<file path="config.mk">
export PLATFORM = sky130hd
export DESIGN_NAME = perturb_observe_mppt
export DESIGN_NICKNAME = d
export VERILOG_FILES = /design/src/rtl/pom_pkg.sv /design/src/rtl/pom_cfg_regs.sv /design/src/rtl/pom_in_reg.sv /design/src/rtl/pom_tracker.sv /design/src/rtl/perturb_observe_mppt.sv
export SDC_FILE = /design/constraint.sdc
export NUM_CORES = 1
export LEC_CHECK = 0
export BUFFER_PORTS_ARGS = -buffer_cell sky130_fd_sc_hd__buf_2
export CAP_MARGIN = 20
export CORE_UTILIZATION = 60
export CTS_CLUSTER_DIAMETER = 120
export DETAILED_ROUTE_END_ITERATION = 16
export GPL_TIMING_DRIVEN = 0
export PLACE_DENSITY = 0.86
export SLEW_MARGIN = 25
export SYNTH_ARGS = -nofsm -noshare
export SYNTH_HDL_FRONTEND = slang
export SYNTH_HIERARCHICAL = 1
export SYNTH_SLANG_ARGS = --single-unit
</file>
<file path="constraint.sdc">
create_clock -name i_clk -period 12.8 [get_ports i_clk]
set_clock_uncertainty 0.2 [all_clocks]
set_input_delay 0 -clock i_clk [delete_from_list [all_inputs] [get_ports i_clk]]
set_output_delay 0 -clock i_clk [all_outputs]
set_load 0.02 [all_outputs]
</file>
<file path="src/rtl/pom_pkg.sv">
// ----------------------------------------------------------------------------
// pom_pkg: shared types and constants for the perturb-and-observe tracker
// Holds the request payload types, the configuration view and the register
// indexes used by every module of the block.
// ----------------------------------------------------------------------------
package pom_pkg;

    // Converter and PWM constants.
    localparam int ADC_BITS    = 10;
    localparam int DUTY_BITS   = 7;
    localparam int POWER_BITS  = 2 * ADC_BITS;
    localparam int PWM_PERIOD  = 100;
    localparam int CFG_DATA_W  = 10;
    localparam int CFG_INDEX_W = 2;

    // Largest duty the 7-bit field can hold, and the effective upper cap.
    localparam int DUTY_FIELD_MAX = (1 << DUTY_BITS) - 1;
    localparam int DUTY_CAP =
        (PWM_PERIOD < DUTY_FIELD_MAX) ? PWM_PERIOD : DUTY_FIELD_MAX;

    // Configuration register indexes.
    localparam logic [CFG_INDEX_W-1:0] REG_DUTY_MIN     = 2'd0;
    localparam logic [CFG_INDEX_W-1:0] REG_DUTY_MAX     = 2'd1;
    localparam logic [CFG_INDEX_W-1:0] REG_BATT_FULL    = 2'd2;
    localparam logic [CFG_INDEX_W-1:0] REG_DUTY_INITIAL = 2'd3;

    // Reset values of the configuration registers.
    localparam logic [DUTY_BITS-1:0] DUTY_MIN_RESET     = 7'd3;
    localparam logic [DUTY_BITS-1:0] DUTY_MAX_RESET     = 7'd97;
    localparam logic [ADC_BITS-1:0]  BATT_FULL_RESET    = 10'd1023;
    localparam logic [DUTY_BITS-1:0] DUTY_INITIAL_RESET = 7'd0;

    // One input sample.
    typedef struct packed {
        logic [ADC_BITS-1:0] voltage_code;
        logic [ADC_BITS-1:0] current_code;
        logic [ADC_BITS-1:0] battery_code;
    } t_in_item;

    // One result.
    typedef struct packed {
        logic [DUTY_BITS-1:0]  duty;
        logic [POWER_BITS-1:0] power_code;
        logic                  battery_full;
    } t_out_item;

    // Configuration as seen by the tracking logic.
    typedef struct packed {
        logic [DUTY_BITS-1:0] duty_min;
        logic [DUTY_BITS-1:0] duty_max;
        logic [ADC_BITS-1:0]  battery_full_code;
    } t_cfg;

endpackage

</file>
<file path="src/rtl/pom_cfg_regs.sv">
// ----------------------------------------------------------------------------
// pom_cfg_regs: configuration registers
// Decodes the plain write port into the limit and threshold registers.
// ----------------------------------------------------------------------------
module pom_cfg_regs (
    input  logic                              i_clk,
    input  logic                              i_rst_n,
    input  logic                              i_cfg_we,
    input  logic [pom_pkg::CFG_INDEX_W-1:0]   i_cfg_index,
    input  logic [pom_pkg::CFG_DATA_W-1:0]    i_cfg_data,
    output pom_pkg::t_cfg                     o_cfg
);

    pom_pkg::t_cfg r_cfg;
    pom_pkg::t_cfg n_cfg;

    // Write decode. The initial duty register only matters at reset, and at
    // reset it holds its own reset value, so a write to it changes nothing
    // that can be observed and is not stored.
    always_comb begin
        n_cfg = r_cfg;
        if (i_cfg_we) begin
            unique case (i_cfg_index)
                pom_pkg::REG_DUTY_MIN: begin
                    n_cfg.duty_min = i_cfg_data[pom_pkg::DUTY_BITS-1:0];
                end
                pom_pkg::REG_DUTY_MAX: begin
                    n_cfg.duty_max = i_cfg_data[pom_pkg::DUTY_BITS-1:0];
                end
                pom_pkg::REG_BATT_FULL: begin
                    n_cfg.battery_full_code = i_cfg_data[pom_pkg::ADC_BITS-1:0];
                end
                pom_pkg::REG_DUTY_INITIAL: begin
                    n_cfg = r_cfg;
                end
                default: begin
                    n_cfg = r_cfg;
                end
            endcase
        end
    end

    // Register update.
    always_ff @(posedge i_clk) begin
        if (!i_rst_n) begin
            r_cfg.duty_min          <= pom_pkg::DUTY_MIN_RESET;
            r_cfg.duty_max          <= pom_pkg::DUTY_MAX_RESET;
            r_cfg.battery_full_code <= pom_pkg::BATT_FULL_RESET;
        end else begin
            r_cfg <= n_cfg;
        end
    end

    assign o_cfg = r_cfg;

endmodule

</file>
<file path="src/rtl/pom_in_reg.sv">
// ----------------------------------------------------------------------------
// pom_in_reg: input register stage
// Captures one sample request and holds it until the tracker takes it.
// ----------------------------------------------------------------------------
module pom_in_reg (
    input  logic              i_clk,
    input  logic              i_rst_n,
    input  logic              i_in_valid,
    output logic              o_in_ready,
    input  pom_pkg::t_in_item i_in_data,
    output logic              o_s1_valid,
    input  logic              i_s1_take,
    output pom_pkg::t_in_item o_s1_data
);

    logic              r_valid;
    pom_pkg::t_in_item r_data;

    // The stage can load when it is empty or its content leaves this cycle.
    assign o_in_ready = !r_valid || i_s1_take;

    // Valid flag.
    always_ff @(posedge i_clk) begin
        if (!i_rst_n) begin
            r_valid <= 1'b0;
        end else if (o_in_ready) begin
            r_valid <= i_in_valid;
        end
    end

    // Payload needs no reset.
    always_ff @(posedge i_clk) begin
        if (o_in_ready && i_in_valid) begin
            r_data <= i_in_data;
        end
    end

    assign o_s1_valid = r_valid;
    assign o_s1_data  = r_data;

endmodule

</file>
<file path="src/rtl/pom_tracker.sv">
// ----------------------------------------------------------------------------
// pom_tracker: power calculation, duty step and result register
// Forms panel power, compares with the previous sample, steps and clamps the
// duty, and registers the result request.
// ----------------------------------------------------------------------------
module pom_tracker (
    input  logic               i_clk,
    input  logic               i_rst_n,
    input  pom_pkg::t_cfg      i_cfg,
    input  logic               i_s1_valid,
    output logic               o_s1_take,
    input  pom_pkg::t_in_item  i_s1_data,
    output logic               o_out_valid,
    input  logic               i_out_ready,
    output pom_pkg::t_out_item o_out_data
);

    localparam int STEP_W = pom_pkg::DUTY_BITS + 2;

    logic                              r_out_valid;
    pom_pkg::t_out_item                r_out_data;
    logic [pom_pkg::POWER_BITS-1:0]    r_prev_power;
    logic [pom_pkg::ADC_BITS-1:0]      r_prev_voltage;
    logic [pom_pkg::DUTY_BITS-1:0]     r_duty;

    logic [pom_pkg::POWER_BITS-1:0]    n_power;
    logic                              n_full;
    logic                              power_up;
    logic                              volt_up;
    logic signed [STEP_W-1:0]          step_d;
    logic signed [STEP_W-1:0]          clamp_d;
    logic [pom_pkg::DUTY_BITS-1:0]     n_duty;

    // The sample moves on when the result slot is free or being emptied.
    assign o_s1_take = i_s1_valid && (!r_out_valid || i_out_ready);

    // Power, battery check and direction of the last move.
    always_comb begin
        n_power  = pom_pkg::POWER_BITS'(i_s1_data.voltage_code * i_s1_data.current_code);
        n_full   = i_s1_data.battery_code >= i_cfg.battery_full_code;
        power_up = n_power > r_prev_power;
        volt_up  = i_s1_data.voltage_code > r_prev_voltage;
    end

    // Signed step by one, then the limit clamps in order: max, min, period; a full battery gives zero.
    always_comb begin
        if (power_up == volt_up) begin
            step_d = $signed({2'b00, r_duty}) - STEP_W'(1);
        end else begin
            step_d = $signed({2'b00, r_duty}) + STEP_W'(1);
        end
        clamp_d = step_d;
        if (clamp_d > $signed({2'b00, i_cfg.duty_max})) begin
            clamp_d = $signed({2'b00, i_cfg.duty_max});
        end
        if (clamp_d < $signed({2'b00, i_cfg.duty_min})) begin
            clamp_d = $signed({2'b00, i_cfg.duty_min});
        end
        if (clamp_d > $signed(STEP_W'(pom_pkg::DUTY_CAP))) begin
            clamp_d = $signed(STEP_W'(pom_pkg::DUTY_CAP));
        end
        if (clamp_d < $signed(STEP_W'(0))) begin
            clamp_d = '0;
        end
        if (n_full) begin
            n_duty = '0;
        end else begin
            n_duty = clamp_d[pom_pkg::DUTY_BITS-1:0];
        end
    end

    // Tracker state and result valid.
    always_ff @(posedge i_clk) begin
        if (!i_rst_n) begin
            r_out_valid    <= 1'b0;
            r_prev_power   <= '0;
            r_prev_voltage <= '0;
            r_duty         <= pom_pkg::DUTY_INITIAL_RESET;
        end else begin
            if (o_s1_take) begin
                r_out_valid    <= 1'b1;
                r_prev_power   <= n_power;
                r_prev_voltage <= i_s1_data.voltage_code;
                r_duty         <= n_duty;
            end else if (i_out_ready) begin
                r_out_valid <= 1'b0;
            end
        end
    end

    // Result payload.
    always_ff @(posedge i_clk) begin
        if (o_s1_take) begin
            r_out_data.duty         <= n_duty;
            r_out_data.power_code   <= n_power;
            r_out_data.battery_full <= n_full;
        end
    end

    assign o_out_valid = r_out_valid;
    assign o_out_data  = r_out_data;

endmodule

</file>
<file path="src/rtl/perturb_observe_mppt.sv">
// ----------------------------------------------------------------------------
// perturb_observe_mppt: perturb-and-observe maximum power point tracker
// Takes voltage, current and battery samples and returns the next PWM duty.
// ----------------------------------------------------------------------------
// The block accepts one sample every clock cycle while results are taken,
// and returns one result per sample: the sample lands in an input register,
// and once the result slot is free the result register is written with the
// duty and previous-sample registers. The loop through those registers, one
// 10 by 10 bit multiply and a 20-bit compare, sets the single-cycle rate.
// Configuration writes take effect at the next edge and should be made while
// no sample is in flight. After reset the duty starts at zero.
module perturb_observe_mppt (
    input  logic                              i_clk,
    input  logic                              i_rst_n,
    input  logic                              i_in_valid,
    output logic                              o_in_ready,
    input  pom_pkg::t_in_item                 i_in_data,
    output logic                              o_out_valid,
    input  logic                              i_out_ready,
    output pom_pkg::t_out_item                o_out_data,
    input  logic                              i_cfg_we,
    input  logic [pom_pkg::CFG_INDEX_W-1:0]   i_cfg_index,
    input  logic [pom_pkg::CFG_DATA_W-1:0]    i_cfg_data
);

    pom_pkg::t_cfg     cfg;
    logic              s1_valid;
    logic              s1_take;
    pom_pkg::t_in_item s1_data;

    // Configuration registers.
    pom_cfg_regs u_cfg (
        .i_clk       (i_clk),
        .i_rst_n     (i_rst_n),
        .i_cfg_we    (i_cfg_we),
        .i_cfg_index (i_cfg_index),
        .i_cfg_data  (i_cfg_data),
        .o_cfg       (cfg)
    );

    // Input register stage.
    pom_in_reg u_in (
        .i_clk      (i_clk),
        .i_rst_n    (i_rst_n),
        .i_in_valid (i_in_valid),
        .o_in_ready (o_in_ready),
        .i_in_data  (i_in_data),
        .o_s1_valid (s1_valid),
        .i_s1_take  (s1_take),
        .o_s1_data  (s1_data)
    );

    // Tracking logic and result register.
    pom_tracker u_trk (
        .i_clk       (i_clk),
        .i_rst_n     (i_rst_n),
        .i_cfg       (cfg),
        .i_s1_valid  (s1_valid),
        .o_s1_take   (s1_take),
        .i_s1_data   (s1_data),
        .o_out_valid (o_out_valid),
        .i_out_ready (i_out_ready),
        .o_out_data  (o_out_data)
    );

endmodule

</file>
==> reports/metrics.yaml, run 1 <==
outcome: "completed"
grt_pass1_wl_mm: 37.5
fill_cells: 1042
ios: 77
max_freq_mhz: 81.0
power_per_cell_area_nw_per_um2: 295
nets: 1369
crit_arrival_ns: 12.38
min_period_ns: 12.34
start_util: 0.623
synth_area_leaders: "edfxtp_1, ha_1, dfxtp_1, fa_1, inv_1"
place.gp.congestion: 0.906
finalMaxSlewViolations: 0
yosys.area_share.simple: 0.183
max-clock-path-buffers: 2
hold_violations: 0
synth.top_cell.area_share: 0.181
finalSetupViolCount: 0
clkPwrFrac: 0.141
start_kind: "flop"
die_x_um: 129
numClockSinks: 121
power.internal_w: 0.00177
slowest_delay_ns: 0.60
synth_edf_count: 58
diodes: 0
postLayoutCellArea_um2: 11500
core_area_um2: 15400
worstMarginPinSlew_ns: 0.600
cts-root-buf: "clkbuf_16"
ys_warn_count: 6
critPathRequiredTime_ns: 12.84
power.leakage_nw: 5.36
grt_overflow: 0
placed_cell_area_um2: 10300
syn-cell-area_um2: 9600
relSlewSlack: 0.600
drive_gt1_frac: 0.155
yosysUniqueCellTypes: 78
cts_buffers: 17
grt_usage: 0.296
routed_wl_mm: 23.1
synth_commonest_cells: "inv_1, ha_1, nand2_1"
wl_per_cell_um: 16.8
min_path_type: "primary input to flop"
peakVddDrop_mv: 0.318
grt_pass1_vias: 7924
yosysMostFrequentCell: "inv_1"
multi_input_area_um2: 5900
die-area_um2: 16500
first_pass_iters: 5
fp.dieH_um: 129
final_core_utilization: 0.745
cp-end-kind: "flop"
synth_xor_area_frac: 0.0128
ant_nets: 0
htree_levels: 4
drc: 0
seq_area_um2: 3000
antenna_found_initial: 0
max_cap_violations: 0
hpwl_mm: 15.8
synth_mux_area_frac: 0.0298
cp_slowest_cell: "or4_1"
worst_path_most_repeated_cell: "ha_1"
synth-async-reset-ratio: 0
cts_tree: "built"
timing.final.crit_share: 0.964
synth_top_family_by_area: "adder cells"
rows: 45
vias_per_cell: 5.75
clock_latency_ns: 0.43
crit_path_max_fanout: 10
p_comb_frac: 0.687
drtIter0Drc: 680
synthAdderAreaFrac: 0.274
port_buffers: 76
ys_seq_area_frac: 0.313
vias: 7888
seq_power_share: 0.172
area_delta_synth_final_pct: 19.7
syn-instance-count: 996
syn_area_per_cell_um2: 9.64
path_clk_slew_ns: 0.06
synth-main-ff-cell: "dfxtp_1"
p_sw_w: 0.00162
syn_nets: 1216
hold_ws_ns: 0.0743
synth_seq_cells: 121
synth_top_cell_by_area: "edfxtp_1"
grt_max_degree: 31
path_class: "flop to flop"
synth_compound_area_frac: 0.112
swShare: 0.478
-- what timing repair did --
action | CTS | global route
resized for setup | 1 | 27
hold buffers | 57 | 0
buffers inserted | 0 | 5
endpoints found under the setup margin | 10 | 14
endpoints found under the hold margin | 89 | 0
pin swaps | 0 | 1
-- critical path: cells and delay by family (launching register included) --
family / cells / cell delay (ns)
AO/OA/AOI/OAI: 17 / 3.36
buffers and inverters: 6 / 1.19
adder cells (fa/ha/maj): 10 / 3.66
multiplexers: 1 / 0.35
flip-flops: 1 / 0.40
AND/OR/NAND/NOR: 11 / 2.83
XOR/XNOR: 1 / 0.18
-- power by group through the flow --
stage,clock (W),sequential (W),combinational [W]
floorplan,0,0.000625,0.00165
finish,0.000479,0.000583,0.00233
global placement,0,0.000586,0.00214
global route,0.000501,0.000592,0.00255
CTS,0.000481,0.000581,0.00225
detailed placement,0,0.000588,0.00221
-- metal layers --
layer  share of wire  vias to the layer above  global-route usage
li1                -                     3694                   -
met1            0.41                     3791               0.369
met2            0.49                      331               0.504
met3           0.066                       72              0.0424
met4           0.033                        0               0.150
met5               0                        -                   0
-- placed cells by master (no fill, tap or decap), types with 5 or more instances in the layout --
master,n
o21a_1,8
inv_1,132
nor2b_1,23
xor2_1,5
and2_1,68
buf_6,5
and3_1,6
mux2i_1,23
a21oi_1,46
inv_8,6
nand3_1,27
inv_6,5
dfxtp_1,63
nand4b_1,6
a21o_1,8
edfxtp_1,58
nor2_1,40
o211ai_1,15
nand4_1,5
nor3_1,16
o21ai_0,13
o31ai_1,6
clkbuf_1,12
buf_4,7
ha_1,111
mux2_2,5
fa_1,62
nand2b_1,7
nand2_1,105
xnor2_1,9
clkbuf_16,18
buf_2,82
dlygate4sd3_1,58
-- through the flow --
stage	total power, W	setup slack, ns	setup TNS, ns	instances
detailed placement	0.00280	-0.130	-0.788	1284
global placement	0.00273	-0.0232	-0.0382	1283
global route	0.00365	-0.0136	-0.0248	1373
finish	0.00339	0.459	0	1373
floorplan	0.00228	1.35	0	996
CTS	0.00332	0.0339	0	1373
-- worst paths after layout --
| path | from | end | slack [ns] | cells after the start |
|---|---|---|---|---|
| min | i_in_data[3] | u_in/o_s1_data[3]$_DFFE_PP_ | 0.07 | 2 |
| max reg2reg | u_in/o_s1_data[29]$_DFFE_PP_ | u_trk/o_out_data[25]$_DFFE_PP_ | 0.46 | 46 |
| min reg2reg | u_trk/r_prev_voltage[2]$_SDFFE_PN0P_ | u_trk/r_prev_voltage[2]$_SDFFE_PN0P_ | 0.25 | 2 |
| max | u_in/o_s1_data[29]$_DFFE_PP_ | u_trk/o_out_data[25]$_DFFE_PP_ | 0.46 | 46 |
-- registers in the layout, summed over array words and instances (netlist names) --
| name | count |
|---|---|
| u_trk/o_out_valid | 1 |
| u_cfg/o_cfg | 24 |
| u_trk/r_prev_power | 20 |
| u_in/o_s1_valid | 1 |
| u_in/o_s1_data | 30 |
| u_trk/r_prev_voltage | 10 |
| u_trk/r_duty | 7 |
| u_trk/o_out_data | 28 |
-- cell families (layout without fill, tap and decap cells) --
family	after synthesis	after routing
xor+xnor	14	14
compound gates	149	149
simple gates	336	336
mux	28	28
fa+ha+maj	173	173
buf+inv	175	341
flops	121	121
-- layout make-up --
class | instances | share of cell area
clock inverters | 14 | 0.0124
flip-flops and latches | 121 | 0.261
plain buffers | 36 | 0.0203
well taps | 211 | 0.0230
repair buffers | 139 | 0.0877
clock buffers | 18 | 0.0392
inverters | 134 | 0.0437
multi-input cells | 700 | 0.513
No activity file was read; power rests on OpenSTA's default activity.
==> inputs of run 2 (changes only) <==
- CORE_UTILIZATION: 60 -> 40
- PLACE_DENSITY: 0.86 -> 0.63
- clock period: 12.8 -> 13.1 ns (I/O delays scaled with it)
==> run 2 against run 1 <==
Against the previous run:
- wire length shrank 2.9%
- combinational power down 4%
- worst setup slack improved by 0.26 ns
- global-route usage shrank 10 points
- largest cell class unchanged
- critical path depth increased by 2
- sequential cell count did not move
- final cell count rose by 7.6%
- total power decreased by 3.0%
- die area increased by 49%
==> reports/metrics.yaml, run 2 (same netlist as run 1, synthesis figures left out) <==
min_path_type: "primary input to flop"
routed_wl_mm: 22.4  # -2.9%
cp.depth: 48  # +4.3%
place.gp.congestion: 0.859  # -5.2%
path_class: "flop to flop"
vias: 7404  # -6.1%
tns_ns: 0  # unchanged
outcome: "completed"
peakVddDrop_mv: 0.199  # -38%
die-area_um2: 24600  # +49%
port_buffers: 76  # unchanged
swShare: 0.472  # -0.00582
grt_pass1_wl_mm: 36.9  # -1.7%
nets: 1365  # -0.29%
final_cell_mix: "inv_1, ha_1, nand2_1, buf_2, and2_1"
finalSetupViolCount: 0  # unchanged
r2r_setup_slack_ns: 0.72  # +0.26 ns
power.internal_w: 0.00174  # -1.9%
clkPwrFrac: 0.146  # +0.005
p_sw_w: 0.00155  # -4.2%
start_kind: "flop"
path_clk_slew_ns: 0.07  # about the same
cts_buffers: 17  # unchanged
grt_overflow: 0  # unchanged
rsz0062_at_grt: "no"
diodes: 0  # unchanged
min_period_ns: 12.38  # +0.0381 ns
vias_per_cell: 5.01  # -13%
largest_reg_flops: 30  # unchanged
relSlewSlack: 0.548  # -0.0521
cts-root-buf: "clkbuf_16"
ios: 77  # unchanged
worstMarginPinSlew_ns: 0.675  # +0.0751 ns
grt_max_degree: 31  # unchanged
finalMaxSlewViolations: 0  # unchanged
seq_power_share: 0.172  # about the same
power.leakage_nw: 5.33  # -0.55%
critPathCapture: "u_trk/o_out_data[23]$_DFFE_PP_"
first_pass_iters: 5  # unchanged
max-clock-path-buffers: 2  # unchanged
timing.final.crit_share: 0.945  # -0.0192
crit_path_start: "u_in/o_s1_data[21]$_DFFE_PP_"
die_x_um: 157  # +22%
area_delta_synth_final_pct: 20.8
cts_tree: "built"
cp_slowest_cell: "edfxtp_1"
antenna_found_initial: 0  # unchanged
power_per_cell_area_nw_per_um2: 284  # -3.8%
fp.dieH_um: 157  # +22%
hold_violations: 0  # unchanged
crit_buf_inv: 9  # +3
r2r_end: "u_trk/o_out_data[23]$_DFFE_PP_"
grt_usage: 0.194  # -0.103
slowest_delay_ns: 0.64  # +0.04 ns
start_util: 0.408  # -0.215
crit_path_max_fanout: 12  # +2
grt_pass1_vias: 7445  # -6.0%
crit_arrival_ns: 12.34  # -0.04 ns
htree_levels: 4  # unchanged
ant_nets: 0  # unchanged
fill_cells: 2225  # +110%
clock_latency_ns: 0.43  # about the same
drc: 0  # unchanged
hpwl_mm: 16.5  # +4.5%
core_area_um2: 23500  # +53%
worstReg2RegStart: "u_in/o_s1_data[21]$_DFFE_PP_"
numClockSinks: 121  # unchanged
wl_per_cell_um: 15.2  # -9.7%
cp_top_family: "compound AO/OA/AOI/OAI gates"
seq_area_um2: 3000  # unchanged
drtIter0Drc: 306  # -55%
max_freq_mhz: 80.8  # -0.31%
critPathRequiredTime_ns: 13.06  # +0.22 ns
drive_gt1_frac: 0.149  # -0.00637
layout_commonest_cell: "inv_1"
rows: 56  # +24%
max_cap_violations: 0  # unchanged
p_comb_frac: 0.682  # -0.005
worst-r2r-cell-count: 48  # +4.3%
cp-end-kind: "flop"
multi_input_area_um2: 5890  # -0.13%
finalPower_w: 0.00329  # -3.0%
[run 2: layout make-up]
class	instances	area share
clock buffers	19	0.0400
flip-flops and latches	121	0.259
clock inverters	13	0.0113
inverters	134	0.0434
repair buffers	135	0.0852
well taps	319	0.0344
multi-input cells	700	0.507
plain buffers	36	0.0194
[run 2: how the worst min path moves through the flow]
| stage | start | cells after the start | endpoint |
|---|---|---|---|
| floorplan | i_in_data[0] | 0 | u_in/o_s1_data[0]$_DFFE_PP_ |
| global placement | i_in_data[4] | 1 | u_in/o_s1_data[4]$_DFFE_PP_ |
| detailed placement | i_in_data[20] | 1 | u_in/o_s1_data[20]$_DFFE_PP_ |
| CTS | i_in_data[27] | 2 | u_in/o_s1_data[27]$_DFFE_PP_ |
| global route | i_in_data[1] | 2 | u_in/o_s1_data[1]$_DFFE_PP_ |
| finish | i_in_data[1] | 2 | u_in/o_s1_data[1]$_DFFE_PP_ |
[run 2: through the flow]
step	instance area [µm²]	hold WS [ns]	cells	worst slack (ns)	util
detailed placement	10400	-0.0219	1392	0.101	0.442
global placement	10400	-0.0240	1391	0.223	0.441
floorplan	9600	-0.101	996	1.65	-
global route	11600	0.0770	1477	0.0162	0.493
CTS	11600	0.0633	1482	0.0800	0.492
finish	11600	0.0823	1477	0.721	0.493
[run 2: worst reg2reg max path, delay by kind of cell, from the launching register on]
family                     cells  cell delay [ns]
DFF                            1             0.64
adders and majority gates     10             3.95
muxes                          1             0.35
buffers and inverters          9             1.00
AOI/OAI and AO/OA             18             4.01
xor gates and xnor gates       1             0.15
and+or+nand+nor                9             1.82
[run 2: routing by layer]
layer,vias up,part of all wire,global-route usage
li1,3674,-,-
met1,3582,0.47,0.256
met2,121,0.48,0.323
met3,27,0.029,0.0281
met4,0,0.019,0.0677
met5,-,0,0
[run 2: power groups by stage]
stage / clock, W / sequential [W] / combinational, W
floorplan: 0 / 0.000611 / 0.00161
global route: 0.000507 / 0.000576 / 0.00251
finish: 0.000479 / 0.000567 / 0.00224
CTS: 0.000490 / 0.000564 / 0.00223
detailed placement: 0 / 0.000572 / 0.00219
global placement: 0 / 0.000572 / 0.00216
[run 2: timing repair]
item	4_1_cts	5_1_grt
gates resized for setup	0	16
buffers inserted	0	0
setup endpoints to repair	0	14
endpoints found under the hold margin	89	0
hold buffers	58	0
==> inputs of run 3 (changes only) <==
- ABC_AREA: default -> 1
- CORE_MARGIN: default -> 5
==> run 3 against run 2 <==
Against the previous run:
- register-to-register slack better by 0.71 ns
- final area up 0.61%
- highest routed layer unchanged
- non-clock buffer count up 13
- wire length down 0.96%
- hold slack worse by 0.0034 ns
- count of clock-buffer cells in the layout down 1
- final cell count up 12%
==> reports/metrics.yaml, run 3 <==
outcome: "completed"
ys_seq_area_frac: 0.314  # +0.00168
holdPathEnd: "u_in/o_s1_data[7]$_DFFE_PP_"
first_pass_iters: 5  # unchanged
rows: 56  # unchanged
ios: 77  # unchanged
synth_area_leaders: "edfxtp_1, ha_1, dfxtp_1, fa_1, inv_1"
ys_warn_count: 6  # unchanged
worstReg2RegStart: "u_in/o_s1_data[25]$_DFFE_PP_"
worst_path_most_repeated_cell: "nand2_1"
die_x_um: 165  # +4.8%
use_met3: 0.0287  # +0.000616
fill_cells: 2151  # -3.3%
finalSetupViolCount: 0  # unchanged
synth-main-ff-cell: "dfxtp_1"
cp_slowest_cell: "fa_1"
yosys.area_share.simple: 0.181  # -0.00164
cp_top_family: "adder cells"
final_cell_mix: "inv_1, nand2_1, ha_1, buf_2, a21oi_1"
synth_compound_area_frac: 0.0813  # -0.0302
r2r_setup_slack_ns: 1.43  # +0.71 ns
cts_tree: "built"
cts_resized: 0  # unchanged
start_kind: "flop"
core_area_um2: 23500  # -0.30%
crit_buf_inv: 10  # +1
synth_top_cell_by_area: "edfxtp_1"
hpwl_mm: 16.9  # +2.3%
numClockSinks: 121  # unchanged
die-area_um2: 27100  # +9.9%
path_clk_slew_ns: 0.06  # about the same
min-delay-start: "i_in_data[7]"
diodes: 0  # unchanged
crit_path_max_fanout: 10  # -2
synth_commonest_cells: "inv_1, nand2_1, ha_1"
fp.dieH_um: 165  # +4.8%
use_met1: 0.238  # -0.0180
grt_usage: 0.173  # -0.0212
max-clock-path-buffers: 2  # unchanged
worstMarginPinSlew_ns: 0.646  # -0.0287 ns
post_cts_buffers: 0  # unchanged
worstHoldPathCells: 2  # unchanged
vias_per_cell: 4.68  # -6.7%
start_util: 0.407  # -0.000968
synth_top_family_by_area: "adder cells"
drc: 0  # unchanged
nets: 1546  # +13%
routed_wl_mm: 22.2  # -0.96%
synth.top_cell.area_share: 0.182  # +0.000974
cp-end-kind: "flop"
syn_area_per_cell_um2: 8.21  # -15%
worst-r2r-cell-count: 58  # +21%
max_freq_mhz: 85.7  # +6.1%
finalMaxSlewViolations: 0  # unchanged
syn_nets: 1384  # +14%
clock_latency_ns: 0.43  # about the same
drive_gt1_frac: 0.119  # -0.0298
yosysUniqueCellTypes: 39  # -50%
wl_per_cell_um: 13.4  # -12%
r2r_end: "u_trk/o_out_data[24]$_DFFE_PP_"
top_usage_layer: "met2"
synthAdderAreaFrac: 0.275  # +0.00147
hold_violations: 0  # unchanged
place.gp.congestion: 0.877  # +2.1%
cts_hold_buf: 65  # +12%
htree_levels: 4  # unchanged
grt_max_degree: 25  # -19%
timing.final.crit_share: 0.891  # -0.0543
max_cap_violations: 0  # unchanged
synth_xor_area_frac: 0.0220  # +0.00924
min_period_ns: 11.67  # -0.711 ns
cts-root-buf: "clkbuf_16"
port_buffers: 75  # -1.3%
drtIter0Drc: 463  # +51%
grt_overflow: 0  # unchanged
use_met2: 0.275  # -0.0477
antenna_found_initial: 0  # unchanged
synth-async-reset-ratio: 0  # unchanged
crit_arrival_ns: 11.64  # -0.70 ns
rsz0062_at_grt: "no"
vias: 7758  # +4.8%
synth_mux_area_frac: 0  # -0.0298
yosysMostFrequentCell: "inv_1"
grt_pass1_vias: 7494  # +0.66%
layout_commonest_cell: "inv_1"
grt_pass1_wl_mm: 37.2  # +0.73%
slowest_delay_ns: 0.56  # -0.08 ns
relSlewSlack: 0.569  # +0.0211
path_class: "flop to flop"
critPathRequiredTime_ns: 13.07  # about the same
syn-instance-count: 1164  # +17%
largest_reg_flops: 30  # unchanged
area_delta_synth_final_pct: 22.2
min_path_type: "primary input to flop"
tns_ns: 0  # unchanged
cts_buffers: 17  # unchanged
ant_nets: 0  # unchanged
synth_edf_count: 58  # unchanged
synth_seq_cells: 121  # unchanged
syn-cell-area_um2: 9550  # -0.53%
==> run 3: routing by layer <==
metal / vias to the layer above / routed length (µm)
met5: - / 0
met2: 181 / 10100
met3: 30 / 926
li1: 3963 / -
met1: 3584 / 10700
met4: 0 / 554
==> run 3: cell families after synthesis <==
kind of cell,after synthesis
AO/OA/AOI/OAI,144
XOR/XNOR,24
adder cells (fa/ha/maj),173
buffers and inverters,314
flip-flops,121
AND/OR/NAND/NOR,388
==> run 3: worst max path at each step <==
stage,start,to,slack [ns],cells after the start
3_3_place_gp,u_in/o_s1_data[25]$_DFFE_PP_,u_trk/o_out_data[25]$_DFFE_PP_,1.58,58
5_1_grt,u_in/o_s1_data[25]$_DFFE_PP_,u_trk/o_out_data[25]$_DFFE_PP_,0.49,58
2_1_floorplan,u_in/o_s1_data[25]$_DFFE_PP_,u_trk/o_out_data[22]$_DFFE_PP_,3.47,57
3_5_place_dp,u_in/o_s1_data[25]$_DFFE_PP_,u_trk/o_out_data[25]$_DFFE_PP_,1.40,58
6_report,u_in/o_s1_data[25]$_DFFE_PP_,u_trk/o_out_data[24]$_DFFE_PP_,1.43,58
4_1_cts,u_in/o_s1_data[25]$_DFFE_PP_,u_trk/o_out_data[25]$_DFFE_PP_,1.37,58
==> run 3: final cells by class <==
class | count | area [µm²] | area share
Timing Repair Buffer | 143 | 1100 | 0.0939
Buffer | 41 | 181 | 0.0155
Clock inverter | 14 | 174 | 0.0149
Clock buffer | 18 | 439 | 0.0376
Tap cell | 319 | 399 | 0.0342
Multi-Input combinational cell | 729 | 5360 | 0.459
Inverter | 273 | 1020 | 0.0878
Sequential cell | 121 | 3000 | 0.257
==> run 3: per-stage QoR <==
| step | setup slack, ns | cell area (µm²) | instances | hold WS, ns | utilization |
|---|---|---|---|---|---|
| 6_report | 1.43 | 11700 | 1658 | 0.0789 | 0.497 |
| 4_1_cts | 1.37 | 11700 | 1658 | 0.0586 | 0.497 |
| 5_1_grt | 0.494 | 11700 | 1658 | 0.0719 | 0.497 |
| 3_3_place_gp | 1.58 | 10300 | 1558 | -0.0231 | 0.440 |
| 3_5_place_dp | 1.40 | 10400 | 1561 | -0.0219 | 0.443 |
| 2_1_floorplan | 3.47 | 9550 | 1164 | -0.101 | - |
Power of run 3 is left out: the tool's default activity adds up to more than one toggle a clock period on the data nets, which glitch-free logic cannot reach.
